<file path="config.mk">
export PLATFORM = sky130hd
export DESIGN_NAME = three_level_feedback_queue_scheduler
export DESIGN_NICKNAME = d
export VERILOG_FILES = /design/src/tfq_pkg.sv /design/src/tfq_ram.sv /design/src/three_level_feedback_queue_scheduler.sv
export SDC_FILE = /design/constraint.sdc
export NUM_CORES = 2
export LEC_CHECK = 0
export BUFFER_PORTS_ARGS = -buffer_cell sky130_fd_sc_hd__buf_2
export CORE_MARGIN = 2
export CORE_UTILIZATION = 40
export DETAILED_ROUTE_END_ITERATION = 7
export PLACE_DENSITY = 0.66
export SYNTH_ARGS = -nofsm -noshare
export SYNTH_HDL_FRONTEND = slang
export SYNTH_HIERARCHICAL = 1
export SYNTH_SLANG_ARGS = --single-unit
</file>
<file path="constraint.sdc">
create_clock -name clk -period 11.7 [get_ports clk]
set_input_delay 3.51 -clock clk [delete_from_list [all_inputs] [get_ports clk]]
set_output_delay 3.51 -clock clk [all_outputs]
set_load 0.01 [all_outputs]
</file>
<file path="src/tfq_pkg.sv">
// ----------------------------------------------------------------------------
// tfq_pkg: shared types and constants of the three-level feedback scheduler
// Command and result item layouts, operation codes, event codes, register
// indexes and reset values.
// ----------------------------------------------------------------------------
package tfq_pkg;

    localparam int CFG_IDX_W  = 1;
    localparam int CFG_DATA_W = 8;

    localparam logic [CFG_IDX_W-1:0] REG_Q1 = 1'b0;
    localparam logic [CFG_IDX_W-1:0] REG_Q2 = 1'b1;

    localparam logic [7:0] Q1_RESET = 8'd2;
    localparam logic [7:0] Q2_RESET = 8'd4;

    localparam logic OP_ARRIVE = 1'b0;
    localparam logic OP_TICK   = 1'b1;

    localparam logic [2:0] EV_IDLE     = 3'd0;
    localparam logic [2:0] EV_RAN      = 3'd1;
    localparam logic [2:0] EV_FINISHED = 3'd2;
    localparam logic [2:0] EV_DEMOTED  = 3'd3;
    localparam logic [2:0] EV_REQUEUED = 3'd4;
    localparam logic [2:0] EV_PROMOTED = 3'd5;

    localparam logic [1:0] LVL1 = 2'd1;
    localparam logic [1:0] LVL2 = 2'd2;
    localparam logic [1:0] LVL3 = 2'd3;

    // pre-emption counter runs 0,1,2 and wraps; the wrap promotes
    localparam logic [1:0] PREEMPT_LAST = 2'd2;

    typedef struct packed {
        logic        opcode;
        logic [3:0]  task_id;
        logic [15:0] burst_length;
        logic        keep_leftover;
    } tfq_in_t;

    typedef struct packed {
        logic [2:0]  event_code;
        logic [3:0]  event_task;
        logic [1:0]  event_level;
        logic [31:0] tick_time;
        logic        last_of_tick;
    } tfq_out_t;

endpackage

</file>
<file path="src/tfq_ram.sv">
// ----------------------------------------------------------------------------
// tfq_ram: generic single-write, single-read RAM
// One write port and one read port; read data is registered and returns the
// old contents when the same address is written in that cycle.
// ----------------------------------------------------------------------------
module tfq_ram #(
    parameter int WIDTH = 8,
    parameter int DEPTH = 16
) (
    input  logic                     clk,
    input  logic                     we,
    input  logic [$clog2(DEPTH)-1:0] waddr,
    input  logic [WIDTH-1:0]         wdata,
    input  logic [$clog2(DEPTH)-1:0] raddr,
    output logic [WIDTH-1:0]         rdata
);

    logic [WIDTH-1:0] mem [DEPTH];

    always_ff @(posedge clk)
    begin
        if (we)
        begin
            mem[waddr] <= wdata;
        end
        rdata <= mem[raddr];
    end

endmodule

</file>
<file path="src/three_level_feedback_queue_scheduler.sv">
// ----------------------------------------------------------------------------
// three_level_feedback_queue_scheduler: three-level feedback-queue scheduler
// Arrive commands queue a task at level 1; tick commands run one time unit
// with demotion, pre-emption and promotion between the three FIFO levels.
// ----------------------------------------------------------------------------
//
//  channel   signals                       handshake
//  --------  ----------------------------  -----------------------------------
//  command   cmd (tfq_in_t)                start high while busy low
//  result    result (tfq_out_t)            result_strobe, one cycle per item
//  config    wr_index, wr_data             wr_en, no wait
//
// An arrive gives no result. A tick gives its result in the cycle after it
// is taken. A tick that pre-empts gives two results in consecutive cycles
// and holds busy high while the second result is worked out (the level FIFO
// head read is the only shared path).
// Reset clears counters, pointers and task presence bits at once; the FIFO
// RAMs need no clearing pass. Results cannot be stalled.
// ----------------------------------------------------------------------------
module three_level_feedback_queue_scheduler #(
    parameter int MAX_TASKS  = 16,
    parameter int BURST_BITS = 16
) (
    input  logic                             clk,
    input  logic                             rst_n,
    input  logic                             start,
    output logic                             busy,
    input  tfq_pkg::tfq_in_t                 cmd,
    output logic                             result_strobe,
    output tfq_pkg::tfq_out_t                result,
    input  logic                             wr_en,
    input  logic [tfq_pkg::CFG_IDX_W-1:0]    wr_index,
    input  logic [tfq_pkg::CFG_DATA_W-1:0]   wr_data
);

    localparam int IDX_W = $clog2(MAX_TASKS);
    localparam int CNT_W = $clog2(MAX_TASKS + 1);

    localparam logic ST_IDLE = 1'b0;
    localparam logic ST_RUN2 = 1'b1;

    typedef struct packed {
        logic [3:0]            tid;
        logic [BURST_BITS-1:0] rem;
        logic                  keep;
        logic [1:0]            mod3;
        logic [7:0]            saved;
    } fifo_entry_t;

    localparam int ENTRY_W = $bits(fifo_entry_t);

    function automatic logic [7:0] quantum_of(input logic [1:0] lvl,
                                              input logic [7:0] qa,
                                              input logic [7:0] qb);
        logic [7:0] q;
        case (lvl)
            tfq_pkg::LVL1: q = (qa == 8'd0) ? 8'd1 : qa;
            tfq_pkg::LVL2: q = (qb == 8'd0) ? 8'd1 : qb;
            default:       q = 8'd0;
        endcase
        return q;
    endfunction

    function automatic logic [IDX_W-1:0] wrap_next(input logic [IDX_W-1:0] p);
        return (p == IDX_W'(MAX_TASKS - 1)) ? '0 : p + 1'b1;
    endfunction

    // configuration
    logic [7:0] q1_reg, q1_next;
    logic [7:0] q2_reg, q2_next;

    // FIFO bookkeeping, one per level
    logic [IDX_W-1:0] head_reg [3];
    logic [IDX_W-1:0] head_next [3];
    logic [IDX_W-1:0] tail_reg [3];
    logic [IDX_W-1:0] tail_next [3];
    logic [CNT_W-1:0] count_reg [3];
    logic [CNT_W-1:0] count_next [3];
    logic [2:0]       bypass_sel_reg, bypass_sel_next;
    fifo_entry_t      bypass_data_reg [3];
    logic [ENTRY_W-1:0] rdata_raw [3];
    fifo_entry_t      head_data [3];
    logic [2:0]       push_ok;

    // running task
    logic                  run_valid_reg, run_valid_next;
    logic [3:0]            run_task_reg, run_task_next;
    logic [1:0]            run_level_reg, run_level_next;
    logic [7:0]            slice_reg, slice_next;
    logic [BURST_BITS-1:0] run_rem_reg, run_rem_next;
    logic                  run_keep_reg, run_keep_next;
    logic [1:0]            run_mod3_reg, run_mod3_next;
    logic [IDX_W-1:0]      run_idx;

    logic [31:0]          time_reg, time_next;
    logic [MAX_TASKS-1:0] present_reg, present_next;
    logic                 state_reg, state_next;

    tfq_pkg::tfq_out_t result_reg, result_next;
    logic              result_strobe_reg, result_strobe_next;

    // per-cycle control
    logic                  accept;
    logic                  preempt;
    logic                  do_run;
    logic                  push_en;
    logic [1:0]            push_lvl;
    fifo_entry_t           push_entry;
    logic                  pop_en;
    logic [1:0]            pop_lvl;
    logic                  any_ready;
    logic [1:0]            sel_lvl;
    logic                  arr_ok;
    logic [IDX_W-1:0]      arr_idx;
    logic [BURST_BITS-1:0] burst_ext;
    logic [1:0]            mod3_inc;

    // candidate for this run step
    fifo_entry_t           sel_entry;
    logic [3:0]            cur_task;
    logic [1:0]            cand_level;
    logic [7:0]            cur_slice;
    logic [BURST_BITS-1:0] cur_rem;
    logic                  cur_keep;
    logic [1:0]            cur_mod3;
    logic [BURST_BITS-1:0] rem_dec;
    logic [7:0]            slice_dec;
    logic [IDX_W-1:0]      cur_idx;

    assign busy          = (state_reg == ST_RUN2);
    assign accept        = start && !busy;
    assign result        = result_reg;
    assign result_strobe = result_strobe_reg;
    assign run_idx       = IDX_W'(run_task_reg);

    assign burst_ext = BURST_BITS'(cmd.burst_length);
    assign arr_idx   = IDX_W'(cmd.task_id);
    assign arr_ok    = (32'(cmd.task_id) < MAX_TASKS) && (burst_ext != '0)
                       && !present_reg[arr_idx];

    assign preempt   = run_valid_reg && (run_level_reg != tfq_pkg::LVL1)
                       && (count_reg[0] != '0);
    assign mod3_inc  = (run_mod3_reg == tfq_pkg::PREEMPT_LAST) ? 2'd0
                                                                : run_mod3_reg + 2'd1;

    for (genvar g = 0; g < 3; g++)
    begin : g_lvl
        tfq_ram #(
            .WIDTH (ENTRY_W),
            .DEPTH (MAX_TASKS)
        ) u_ram (
            .clk   (clk),
            .we    (push_ok[g]),
            .waddr (tail_reg[g]),
            .wdata (push_entry),
            .raddr (head_next[g]),
            .rdata (rdata_raw[g])
        );
        // a push that lands on the next head is forwarded past the RAM
        assign head_data[g] = bypass_sel_reg[g] ? bypass_data_reg[g]
                                                : fifo_entry_t'(rdata_raw[g]);
    end

    // highest non-empty level and the task that would run
    always_comb
    begin
        any_ready = (count_reg[0] != '0) || (count_reg[1] != '0) || (count_reg[2] != '0);
        if (count_reg[0] != '0)
        begin
            sel_lvl = 2'd0;
        end
        else if (count_reg[1] != '0)
        begin
            sel_lvl = 2'd1;
        end
        else
        begin
            sel_lvl = 2'd2;
        end

        case (sel_lvl)
            2'd0:    sel_entry = head_data[0];
            2'd1:    sel_entry = head_data[1];
            default: sel_entry = head_data[2];
        endcase

        if (run_valid_reg)
        begin
            cur_task   = run_task_reg;
            cand_level = run_level_reg;
            cur_slice  = slice_reg;
            cur_rem    = run_rem_reg;
            cur_keep   = run_keep_reg;
            cur_mod3   = run_mod3_reg;
        end
        else
        begin
            cur_task   = sel_entry.tid;
            cand_level = sel_lvl + 2'd1;
            cur_slice  = sel_entry.keep ? sel_entry.saved
                                        : quantum_of(cand_level, q1_reg, q2_reg);
            if (cur_slice == 8'd0 && cand_level != tfq_pkg::LVL3)
            begin
                cur_slice = 8'd1;
            end
            cur_rem   = sel_entry.rem;
            cur_keep  = sel_entry.keep;
            cur_mod3  = sel_entry.mod3;
        end
        rem_dec   = cur_rem - BURST_BITS'(1);
        slice_dec = cur_slice - 8'd1;
        cur_idx   = IDX_W'(cur_task);
    end

    always_comb
    begin
        q1_next            = q1_reg;
        q2_next            = q2_reg;
        run_valid_next     = run_valid_reg;
        run_task_next      = run_task_reg;
        run_level_next     = run_level_reg;
        slice_next         = slice_reg;
        run_rem_next       = run_rem_reg;
        run_keep_next      = run_keep_reg;
        run_mod3_next      = run_mod3_reg;
        time_next          = time_reg;
        present_next       = present_reg;
        state_next         = state_reg;
        result_next        = result_reg;
        result_strobe_next = 1'b0;
        push_en            = 1'b0;
        push_lvl           = 2'd0;
        push_entry         = '0;
        pop_en             = 1'b0;
        pop_lvl            = 2'd0;
        do_run             = 1'b0;

        if (wr_en)
        begin
            case (wr_index)
                tfq_pkg::REG_Q1: q1_next = wr_data;
                tfq_pkg::REG_Q2: q2_next = wr_data;
                default:         ;
            endcase
        end

        if (accept && cmd.opcode == tfq_pkg::OP_ARRIVE)
        begin
            if (arr_ok)
            begin
                present_next[arr_idx] = 1'b1;
                push_en    = 1'b1;
                push_lvl   = 2'd0;
                push_entry = '{tid: cmd.task_id, rem: burst_ext, keep: cmd.keep_leftover,
                               mod3: 2'd0,
                               saved: quantum_of(tfq_pkg::LVL1, q1_reg, q2_reg)};
            end
        end
        else if (accept)
        begin
            time_next = time_reg + 32'd1;
            if (preempt)
            begin
                push_en    = 1'b1;
                push_entry = '{tid: run_task_reg, rem: run_rem_reg, keep: run_keep_reg,
                               mod3: mod3_inc, saved: 8'd0};
                result_next.event_task   = run_task_reg;
                result_next.tick_time    = time_next;
                result_next.last_of_tick = 1'b0;
                if (mod3_inc == 2'd0)
                begin
                    push_lvl = run_level_reg - 2'd2;
                    push_entry.saved = quantum_of(run_level_reg - 2'd1, q1_reg, q2_reg);
                    result_next.event_code  = tfq_pkg::EV_PROMOTED;
                    result_next.event_level = run_level_reg - 2'd1;
                end
                else
                begin
                    push_lvl = run_level_reg - 2'd1;
                    push_entry.saved = run_keep_reg ? slice_reg
                                                    : quantum_of(run_level_reg, q1_reg, q2_reg);
                    result_next.event_code  = tfq_pkg::EV_REQUEUED;
                    result_next.event_level = run_level_reg;
                end
                result_strobe_next = 1'b1;
                run_valid_next     = 1'b0;
                state_next         = ST_RUN2;
            end
            else
            begin
                do_run = 1'b1;
            end
        end

        if (state_reg == ST_RUN2)
        begin
            do_run     = 1'b1;
            state_next = ST_IDLE;
        end

        if (do_run)
        begin
            result_strobe_next       = 1'b1;
            result_next.tick_time    = time_next;
            result_next.last_of_tick = 1'b1;
            if (!run_valid_reg && !any_ready)
            begin
                result_next.event_code  = tfq_pkg::EV_IDLE;
                result_next.event_task  = 4'd0;
                result_next.event_level = tfq_pkg::LVL1;
            end
            else
            begin
                if (!run_valid_reg)
                begin
                    pop_en  = 1'b1;
                    pop_lvl = sel_lvl;
                end
                run_valid_next = 1'b1;
                run_task_next  = cur_task;
                run_level_next = cand_level;
                run_keep_next  = cur_keep;
                run_mod3_next  = cur_mod3;
                run_rem_next   = rem_dec;
                slice_next     = cur_slice;
                result_next.event_task  = cur_task;
                result_next.event_level = cand_level;
                result_next.event_code  = tfq_pkg::EV_RAN;
                if (rem_dec == '0)
                begin
                    run_valid_next         = 1'b0;
                    present_next[cur_idx]  = 1'b0;
                    result_next.event_code = tfq_pkg::EV_FINISHED;
                end
                else if (cand_level != tfq_pkg::LVL3)
                begin
                    slice_next = slice_dec;
                    if (slice_dec == 8'd0)
                    begin
                        push_en    = 1'b1;
                        push_lvl   = cand_level;
                        push_entry = '{tid: cur_task, rem: rem_dec, keep: cur_keep,
                                       mod3: cur_mod3,
                                       saved: quantum_of(cand_level + 2'd1, q1_reg, q2_reg)};
                        run_valid_next          = 1'b0;
                        result_next.event_code  = tfq_pkg::EV_DEMOTED;
                        result_next.event_level = cand_level + 2'd1;
                    end
                end
            end
        end
    end

    // pointer and count updates
    always_comb
    begin
        for (int l = 0; l < 3; l++)
        begin
            head_next[l]  = head_reg[l];
            tail_next[l]  = tail_reg[l];
            count_next[l] = count_reg[l];
            push_ok[l]    = push_en && (push_lvl == 2'(l))
                            && (count_reg[l] < CNT_W'(MAX_TASKS));
            if (pop_en && pop_lvl == 2'(l))
            begin
                head_next[l]  = wrap_next(head_reg[l]);
                count_next[l] = count_next[l] - 1'b1;
            end
            if (push_ok[l])
            begin
                tail_next[l]  = wrap_next(tail_reg[l]);
                count_next[l] = count_next[l] + 1'b1;
            end
            bypass_sel_next[l] = push_ok[l] && (tail_reg[l] == head_next[l]);
        end
    end

    always_ff @(posedge clk or negedge rst_n)
    begin
        if (!rst_n)
        begin
            q1_reg            <= tfq_pkg::Q1_RESET;
            q2_reg            <= tfq_pkg::Q2_RESET;
            for (int l = 0; l < 3; l++)
            begin
                head_reg[l]  <= '0;
                tail_reg[l]  <= '0;
                count_reg[l] <= '0;
            end
            bypass_sel_reg    <= '0;
            run_valid_reg     <= 1'b0;
            run_task_reg      <= 4'd0;
            run_level_reg     <= tfq_pkg::LVL1;
            slice_reg         <= 8'd0;
            time_reg          <= 32'd0;
            present_reg       <= '0;
            state_reg         <= ST_IDLE;
            result_strobe_reg <= 1'b0;
        end
        else
        begin
            q1_reg            <= q1_next;
            q2_reg            <= q2_next;
            for (int l = 0; l < 3; l++)
            begin
                head_reg[l]  <= head_next[l];
                tail_reg[l]  <= tail_next[l];
                count_reg[l] <= count_next[l];
            end
            bypass_sel_reg    <= bypass_sel_next;
            run_valid_reg     <= run_valid_next;
            run_task_reg      <= run_task_next;
            run_level_reg     <= run_level_next;
            slice_reg         <= slice_next;
            time_reg          <= time_next;
            present_reg       <= present_next;
            state_reg         <= state_next;
            result_strobe_reg <= result_strobe_next;
        end
    end

    always_ff @(posedge clk)
    begin
        for (int l = 0; l < 3; l++)
        begin
            bypass_data_reg[l] <= push_entry;
        end
        run_rem_reg  <= run_rem_next;
        run_keep_reg <= run_keep_next;
        run_mod3_reg <= run_mod3_next;
        result_reg   <= result_next;
    end

    // busy from a pre-empting tick always drops in the cycle after it rises
    a_run2_one_cycle: assert property (@(posedge clk) disable iff (!rst_n)
        busy |=> !busy)
        else $error("busy held for more than one cycle");

    // while busy, the result on the ports is the pre-emption, never the last item
    a_busy_result: assert property (@(posedge clk) disable iff (!rst_n)
        busy |-> result_strobe && !result.last_of_tick
                 && (result.event_code == tfq_pkg::EV_REQUEUED
                     || result.event_code == tfq_pkg::EV_PROMOTED))
        else $error("unexpected result during pre-emption cycle");

    // a running task is always marked present
    a_running_present: assert property (@(posedge clk) disable iff (!rst_n)
        run_valid_reg |-> present_reg[run_idx])
        else $error("running task not marked present");

    // with unique tasks no push ever finds its FIFO full
    a_no_full_push: assert property (@(posedge clk) disable iff (!rst_n)
        push_en |-> (push_ok != 3'b000))
        else $error("push dropped on a full FIFO");

    // a pop only happens on a non-empty level
    a_pop_nonempty: assert property (@(posedge clk) disable iff (!rst_n)
        pop_en |-> any_ready && !run_valid_reg)
        else $error("pop from empty level or while running");

endmodule

</file>
# [Yosys cells after proc, flatten, opt, wreduce, memory -nomap -nowiden]
# Memories as Yosys holds them, arrays and structs flattened. A register that Yosys moved wholly into a read port is not among the register bits.
# Index checks and enable logic that the tools add are counted.
[classes] add_sub_neg=20 magnitude_cmp=7 n_eq_ne=27 n_mux=121 bitwise=7 n_reduce_logical=47
[op_table] operator="31-bit 2-to-1 mux" count=12
[op_table] operator="42-bit 2-to-1 mux" count=4
[op_table] operator="16-bit 2-to-1 mux" count=6
[op_table] operator="8-bit 2-to-1 mux" count=11
[op_table] operator="32-bit 2-to-1 mux" count=2
[op_table] operator="8-bit case mux with 2 select lines" count=4
[op_table] operator="31-bit case mux with 2 select lines" count=1
[op_table] operator="2-bit 2-to-1 mux" count=24
[op_table] operator="4-bit 2-to-1 mux" count=10
[op_table] operator="1-bit 2-to-1 mux" count=38
[op_table] operator="32-bit by 1-bit adder with 32-bit output (second input constant)" count=1
[op_table] operator="8-bit zero test" count=4
[op_table] operator="5-bit 2-to-1 mux" count=6
[op_table] operator="4-bit by 1-bit adder with 4-bit output (second input constant)" count=6
[op_table] operator="4-bit == test (second input constant)" count=6
[op_table] operator="1-bit logical AND" count=21
[op_table] operator="16-bit AND" count=1
[op_table] operator="16-bit zero test" count=1
[op_table] operator="16-bit inverter" count=1
[op_table] operator="16-bit bitwise OR" count=1
[op_table] operator="16-bit nonzero test" count=1
[op_table] operator="16-bit by 1-bit subtractor with 16-bit output (second input constant)" count=1
[op_table] operator="5-bit by 1-bit adder with 5-bit output (second input constant)" count=3
[op_table] operator="5-bit < comparator (second input constant)" count=3
[op_table] operator="other kinds (22)" count=61
[totals] register_bits=184 ram_bits=1581 in_bits=35 out_inout_bits=44 elab_cells=261 mem_count=4
[memory_table] name="g_lvl[0].u_ram.mem" words=16 width=31 read_ports=1 rd_ports_with_merged_regs=1 write_ports=1 line="tfq_ram.sv:18" rtl="logic [WIDTH-1:0] mem [DEPTH];"
[memory_table] name="g_lvl[1].u_ram.mem" words=16 width=31 read_ports=1 rd_ports_with_merged_regs=1 write_ports=1 line="tfq_ram.sv:18"
[memory_table] name="g_lvl[2].u_ram.mem" words=16 width=31 read_ports=1 rd_ports_with_merged_regs=1 write_ports=1 line="tfq_ram.sv:18"
[memory_table] name="bypass_data_reg" words=3 width=31 read_ports=3 rd_ports_with_merged_regs=0 write_ports=3 line="three_level_feedback_queue_scheduler.sv:80" rtl="fifo_entry_t bypass_data_reg [3];"

# [Longest topological paths before layout]
[logic_depth] depth_word=24 mapped_depth=27

# [Hierarchy]
# The synthesis kept the hierarchy.
[modules_own_cells] mod="tfq_ram" n_inst=3 cells_each=812 area_per_inst_um2=19248.5 seq_area_each_um2=15514.9
[modules_own_cells] mod="three_level_feedback_queue_scheduler" n_inst=1 cells_each=1380 area_per_inst_um2=13137.6 seq_area_each_um2=5524.0

# [Worst setup path before layout]
# OpenSTA, ideal clock, no wires.
[synth_path] path_type="input to register" start="in cmd[17] in the netlist's numbering" end="mem g_lvl[1].u_ram/mem[0][0] in the netlist's numbering (enable)" t_arrival_ns=8.109 path_slack_ns=3.133 path_stages=10 n_path_buf=1 path_cell_list="clkbuf_1 -> mux4_2 -> mux2i_1 -> nand2_1 -> a21oi_1 -> nor2_1 -> o21ai_4 -> nor4b_4 -> or3b_1 -> nor3_1"
[synth_between] elab_chain_cells=15
[synth_rtl] item="from (decl)" line="three_level_feedback_queue_scheduler.sv:28" rtl="input tfq_pkg::tfq_in_t cmd,"
[synth_rtl] item="1-bit binary-select mux with 4-bit select (*)" line="three_level_feedback_queue_scheduler.sv:139" rtl="&& !present_reg[arr_idx];"
[synth_rtl] item="1-bit 2-to-1 mux (implied by the code) (*)" line="three_level_feedback_queue_scheduler.sv:139"
[synth_rtl] item="1-bit zero test (*)" line="three_level_feedback_queue_scheduler.sv:139"
[synth_rtl] item="1-bit logical AND (*)" line="three_level_feedback_queue_scheduler.sv:139"
[synth_rtl] item="1-bit 2-to-1 mux (*)" line="three_level_feedback_queue_scheduler.sv:249" rtl="if (arr_ok)"
[synth_rtl] item="1-bit 2-to-1 mux (*)" line="three_level_feedback_queue_scheduler.sv:247" rtl="if (accept && cmd.opcode == tfq_pkg::OP_ARRIVE)"
[synth_rtl] item="1-bit 2-to-1 mux" line="three_level_feedback_queue_scheduler.sv:338" rtl="if (slice_dec == 8'd0)"
[synth_rtl] item="1-bit 2-to-1 mux" line="three_level_feedback_queue_scheduler.sv:335" rtl="else if (cand_level != tfq_pkg::LVL3)"
[synth_rtl] item="1-bit 2-to-1 mux" line="three_level_feedback_queue_scheduler.sv:329" rtl="if (rem_dec == '0)"
[synth_rtl] item="1-bit 2-to-1 mux" line="three_level_feedback_queue_scheduler.sv:306" rtl="if (!run_valid_reg && !any_ready)"
[synth_rtl] item="1-bit 2-to-1 mux (*)" line="three_level_feedback_queue_scheduler.sv:301" rtl="if (do_run)"
[synth_rtl] item="1-bit logical AND (*)" line="three_level_feedback_queue_scheduler.sv:362" rtl="push_ok[l] = push_en && (push_lvl == 2'(l))"
[synth_rtl] item="1-bit logical AND (*)" line="three_level_feedback_queue_scheduler.sv:363" rtl="&& (count_reg[l] < CNT_W'(MAX_TASKS));"
[synth_rtl] item="net push_ok[1]" line="three_level_feedback_queue_scheduler.sv:83" rtl="logic [2:0] push_ok;"
[synth_rtl] item="1-bit 2-to-1 mux (*)" line="tfq_ram.sv:22" rtl="if (we)"
[synth_rtl] item="1-bit 2-to-1 mux (implied by the code) (*)" line="tfq_ram.sv:24" rtl="mem[waddr] <= wdata;"
[synth_rtl] item="to (decl)" line="tfq_ram.sv:18"
# The timed path passes the listed nets; every way through them passes the cells marked *. The select of a mux whose other input is x is not followed.

# [Final worst setup path]
[layout_path] start="reg count_reg[5] in the netlist's numbering" end="mem g_lvl[2].u_ram/mem[3][18] in the netlist's numbering (enable)"
[layout_between] elab_chain_cells=24 elab_cells_between_ends=43 classes_between="add/sub: 3; eq/ne: 6; mux: 22; reduce/logical: 12"
[layout_rtl] item="from (decl)" line="three_level_feedback_queue_scheduler.sv:77" rtl="logic [CNT_W-1:0] count_reg [3];"
[layout_rtl] item="from (signal, indexed assignment)" line="three_level_feedback_queue_scheduler.sv:408" rtl="count_reg[l] <= count_next[l];"
[layout_rtl] item="5-bit nonzero test (*)" line="three_level_feedback_queue_scheduler.sv:167, three_level_feedback_queue_scheduler.sv:172"
[layout_rtl] item="2-bit 2-to-1 mux" line="three_level_feedback_queue_scheduler.sv:172" rtl="else if (count_reg[1] != '0)"
[layout_rtl] item="2-bit 2-to-1 mux" line="three_level_feedback_queue_scheduler.sv:168" rtl="if (count_reg[0] != '0)"
[layout_rtl] item="2-bit by 1-bit adder with 2-bit output" line="three_level_feedback_queue_scheduler.sv:199" rtl="cand_level = sel_lvl + 2'd1;"
[layout_rtl] item="2-bit == test or 2-bit by 1-bit == test with 1-bit output (tied branches)" line="three_level_feedback_queue_scheduler.sv:56" rtl="case (lvl)"
[layout_rtl] item="8-bit case mux with 2 select lines" line="three_level_feedback_queue_scheduler.sv:56"
[layout_rtl] item="8-bit 2-to-1 mux" line="three_level_feedback_queue_scheduler.sv:187" rtl="if (run_valid_reg)"
[layout_rtl] item="8-bit 2-to-1 mux" line="three_level_feedback_queue_scheduler.sv:200" rtl="cur_slice = sel_entry.keep ? sel_entry.saved"
[layout_rtl] item="[... 9 more ...]"
[layout_rtl] item="2-bit 2-to-1 mux" line="three_level_feedback_queue_scheduler.sv:306"
[layout_rtl] item="2-bit 2-to-1 mux" line="three_level_feedback_queue_scheduler.sv:301"
[layout_rtl] item="2-bit == test" line="three_level_feedback_queue_scheduler.sv:362"
[layout_rtl] item="1-bit logical AND (*)" line="three_level_feedback_queue_scheduler.sv:362"
[layout_rtl] item="1-bit logical AND (*)" line="three_level_feedback_queue_scheduler.sv:363"
[layout_rtl] item="net push_ok[2]" line="three_level_feedback_queue_scheduler.sv:83"
[layout_rtl] item="1-bit 2-to-1 mux (*)" line="tfq_ram.sv:22"
[layout_rtl] item="1-bit 2-to-1 mux (implied by the code) (*)" line="tfq_ram.sv:24"
[layout_rtl] item="to (decl)" line="tfq_ram.sv:18"
# Marks and branches as above.

==> impl_metrics.csv <==
group,metric,value,unit
final_layout,largest_reg_flops,1488,
drt,remaining_drc_errors,0,
placement,gp_congestion,0.9307,
synth,synth_fa_ha_area_frac,0.004766,
die,start_util,0.4025,
die,die_y,425.0,um
critical_path,start_kind,"flop",
pwr,finalPower,0.01839,W
cts,cts_buffers,177,
critical_path,r2r_start,"count_reg[5]",
final_layout,mostFrequentLayoutCell,"edfxtp_1",
synth,ys_async_sr_fraction,0.06849,
synth,synth_edf_count,1548,
final_layout,final_cell_mix,"edfxtp_1 (1,548), mux4_2 (376), nand2_1 (244)",
cts,clock_latency,0.81,ns
sta,worst_pin_slew,1.258,ns
synth,synthFlopType,"edfxtp_1",
cts,clock_sinks,1796,
critical_path,crit_required,12.12,ns
synth,synth_top_family_by_area,"multiplexers",
drt,post_drt_wl_per_cell,27.57,um
sta,timing.hold.ws,0.4962,ns
die,dieArea,180600,um^2
synth,synth_area_leaders,"edfxtp_1 (66%), mux4_2 (12%), dfrtp_1 (4.2%), dfxtp_1 (3.5%), a22oi_1 (2.3%)",
sta,fin_crit_sh,0.7621,
sta,setup-violations-final,0,
die,core_area,176100,um^2
critical_path,crit_path_start,"count_reg[5]",
synth,syn_inst,3816,
critical_path,endpoint_kind,"flop",
synth,yosysTopAreaCellShare,0.6558,
sta,maxSlewHeadroom,0.1613,
hold_path,hp-class,"reg2reg",
synth,synth_area,70880,um^2
final_layout,syn_to_final_growth,13.32,%
placement,dp_hpwl,106.7,mm
grt,grt_max_degree,115,
cts,cts_buffer_depth,3,
grt,grt_pass1_vias,36199,
cts,post_cts_buffers,0,
synth,yosys_register_bits,1796,
cts,path_clk_slew,0.06,ns
final_layout,nNetsFinal,4015,
sta,finClkSkew,0.03868,ns
synth,synth-compound-area-share,0.05495,
drt,num_vias,37357,
critical_path,arrival,9.33,ns
hold_path,hp-start,"time_reg[9]",
drt,ant_nets,0,
sta,fmaxAchievable,112.2,MHz
synth,ys_seq_area_frac,0.7346,
sta,hold_viol_final,0,
cts,h-tree-depth,4,
grt,gr-total-overflow,0,
cts,cts_resized,0,
placement,placed_area,74460,um^2
synth,synth_top_area_cell,"edfxtp_1",
critical_path,cp_max_fo,34,
sta,drv_slew,0,
grt,antenna_found_initial,12,
cts,cts_hold_buf,0,
run,maxCapViolations,0,
sta,min_period,8.916,ns
sta,finalSetupTns,0,ns
cts,root_buffer,"clkbuf_16",
synth,synth_cell_type_count,88,
synth,yosys_warnings,6,
pwr,vdd_drop_max,0.0001802,V
cts,cts_tree,"done",
synth,synth_simple_gate_area_frac,0.03940,
grt,track_usage,0.1953,
grt,grt_pass1_wl,256.3,mm
synth,synth-xor-area-share,0.01100,
die,die_w,425.0,um
synth,syn_nets,3878,
die,num_rows,154,
pwr,p_leak,26.04,nW
pwr,p_per_area,228.9,nW/um^2
outcome,status,"complete, no violations",
die,io_pins,79,
drt,firstDrtPassIters,7,
synth,avgSynthCellArea,18.58,um^2
drt,routed_wl,177.5,mm
drt,via_per_inst,5.801,
drt,drtIter0Drc,4982,
synth,synthMuxAreaShare,0.1379,
final_layout,drive_gt1_frac,0.2382,
sta,rsz0062_at_grt,"no",
placement,port_buffers,78,
final_layout,stdcell_area,80320,um^2
critical_path,critical_path_class,"reg2reg",
==> where the power goes <==
group / switching (W) / total, W / internal, W
clock: 0.00241 / 0.00568 / 0.00327
combinational: 0.00283 / 0.00471 / 0.00188
sequential: 0.000402 / 0.00800 / 0.00760
total: 0.00564 / 0.0184 / 0.0127
==> worst max-delay path, cell delays in order, from the launching register on <==
cell and delay [ns]:
dfrtp_1 0.41, inv_1 0.11, ha_1 0.22, or4b_1 0.16, buf_4 0.38, nor2_4 0.11, inv_2 0.32, ha_1 0.24
clkinv_1 0.45, nor2_1 0.58, o22ai_1 0.27, o221a_2 0.30, o21ai_1 0.17, nand2_1 0.13, ha_1 0.24, xnor2_1 0.17
nand4b_1 0.13, nor4bb_2 0.84, nand2_1 0.47, o31a_1 0.58, or3_1 0.60, inv_1 0.21, or3b_1 0.52, nor2_4 0.87
==> cell type report <==
type                       count  area, um^2
tap                         2340        2928
inverter                      47       176.4
clock inverter                92        1060
antenna                        2       5.005
fill                       14835       95790
sequential                  1796       52070
clock buffer                 232        4802
multi-input combinational   1769       18230
timing repair buffer         162        1049
==> path summary, 6_finish.rpt <==
kind	endpoint	slack (ns)	cells past startpoint
min in group asynchronous	present_reg[3]	2.74	1
worst max register to register	g_lvl[2].u_ram/mem[3][18]	2.78	23
worst min register to register	time_reg[9]	0.50	1
max in group asynchronous	run_valid_reg	7.47	2
worst min-delay path	time_reg[9]	0.50	1
worst max-delay path	g_lvl[2].u_ram/mem[3][18]	2.78	23
==> synthesized netlist by cell type (44+ instances only) <==
library cell / instances
o21ai_0: 95
dfxtp_1: 125
mux2i_1: 60
inv_1: 44
mux4_2: 376
buf_2: 56
dfrtp_1: 120
nand2_1: 245
a21oi_1: 103
clkbuf_1: 106
mux2_2: 55
xnor2_1: 65
edfxtp_1: 1548
nor2_1: 112
a22oi_1: 220
==> per-layer routing <==
layer / vias up / GRT usage / part of all wire
met4: 0 / 0.07210 / 0.036
met2: 1746 / 0.2932 / 0.46
met3: 250 / 0.03262 / 0.086
li1: 15750 / - / -
met5: - / 0 / 0
met1: 19611 / 0.2873 / 0.42
==> cell families after synthesis <==
kind of cell             Yosys count
AO/OA/AOI/OAI                    577
XOR/XNOR                          89
adder cells (fa/ha/maj)           27
buffers and inverters            251
flip-flops                      1796
multiplexers                     497
AND/OR/NAND/NOR                  579
==> per-stage QoR <==
step | setup WS, ns | util | std cells
6_report | 2.784 | 0.4561 | 6440
5_1_grt | 2.133 | 0.4561 | 6438
4_1_cts | 2.928 | 0.4561 | 6438
3_5_place_dp | 2.937 | 0.4228 | 6114
3_3_place_gp | 3.283 | 0.4228 | 6114
2_1_floorplan | 3.133 | - | 3816
Note: power is estimated with default switching activity, not from simulation.
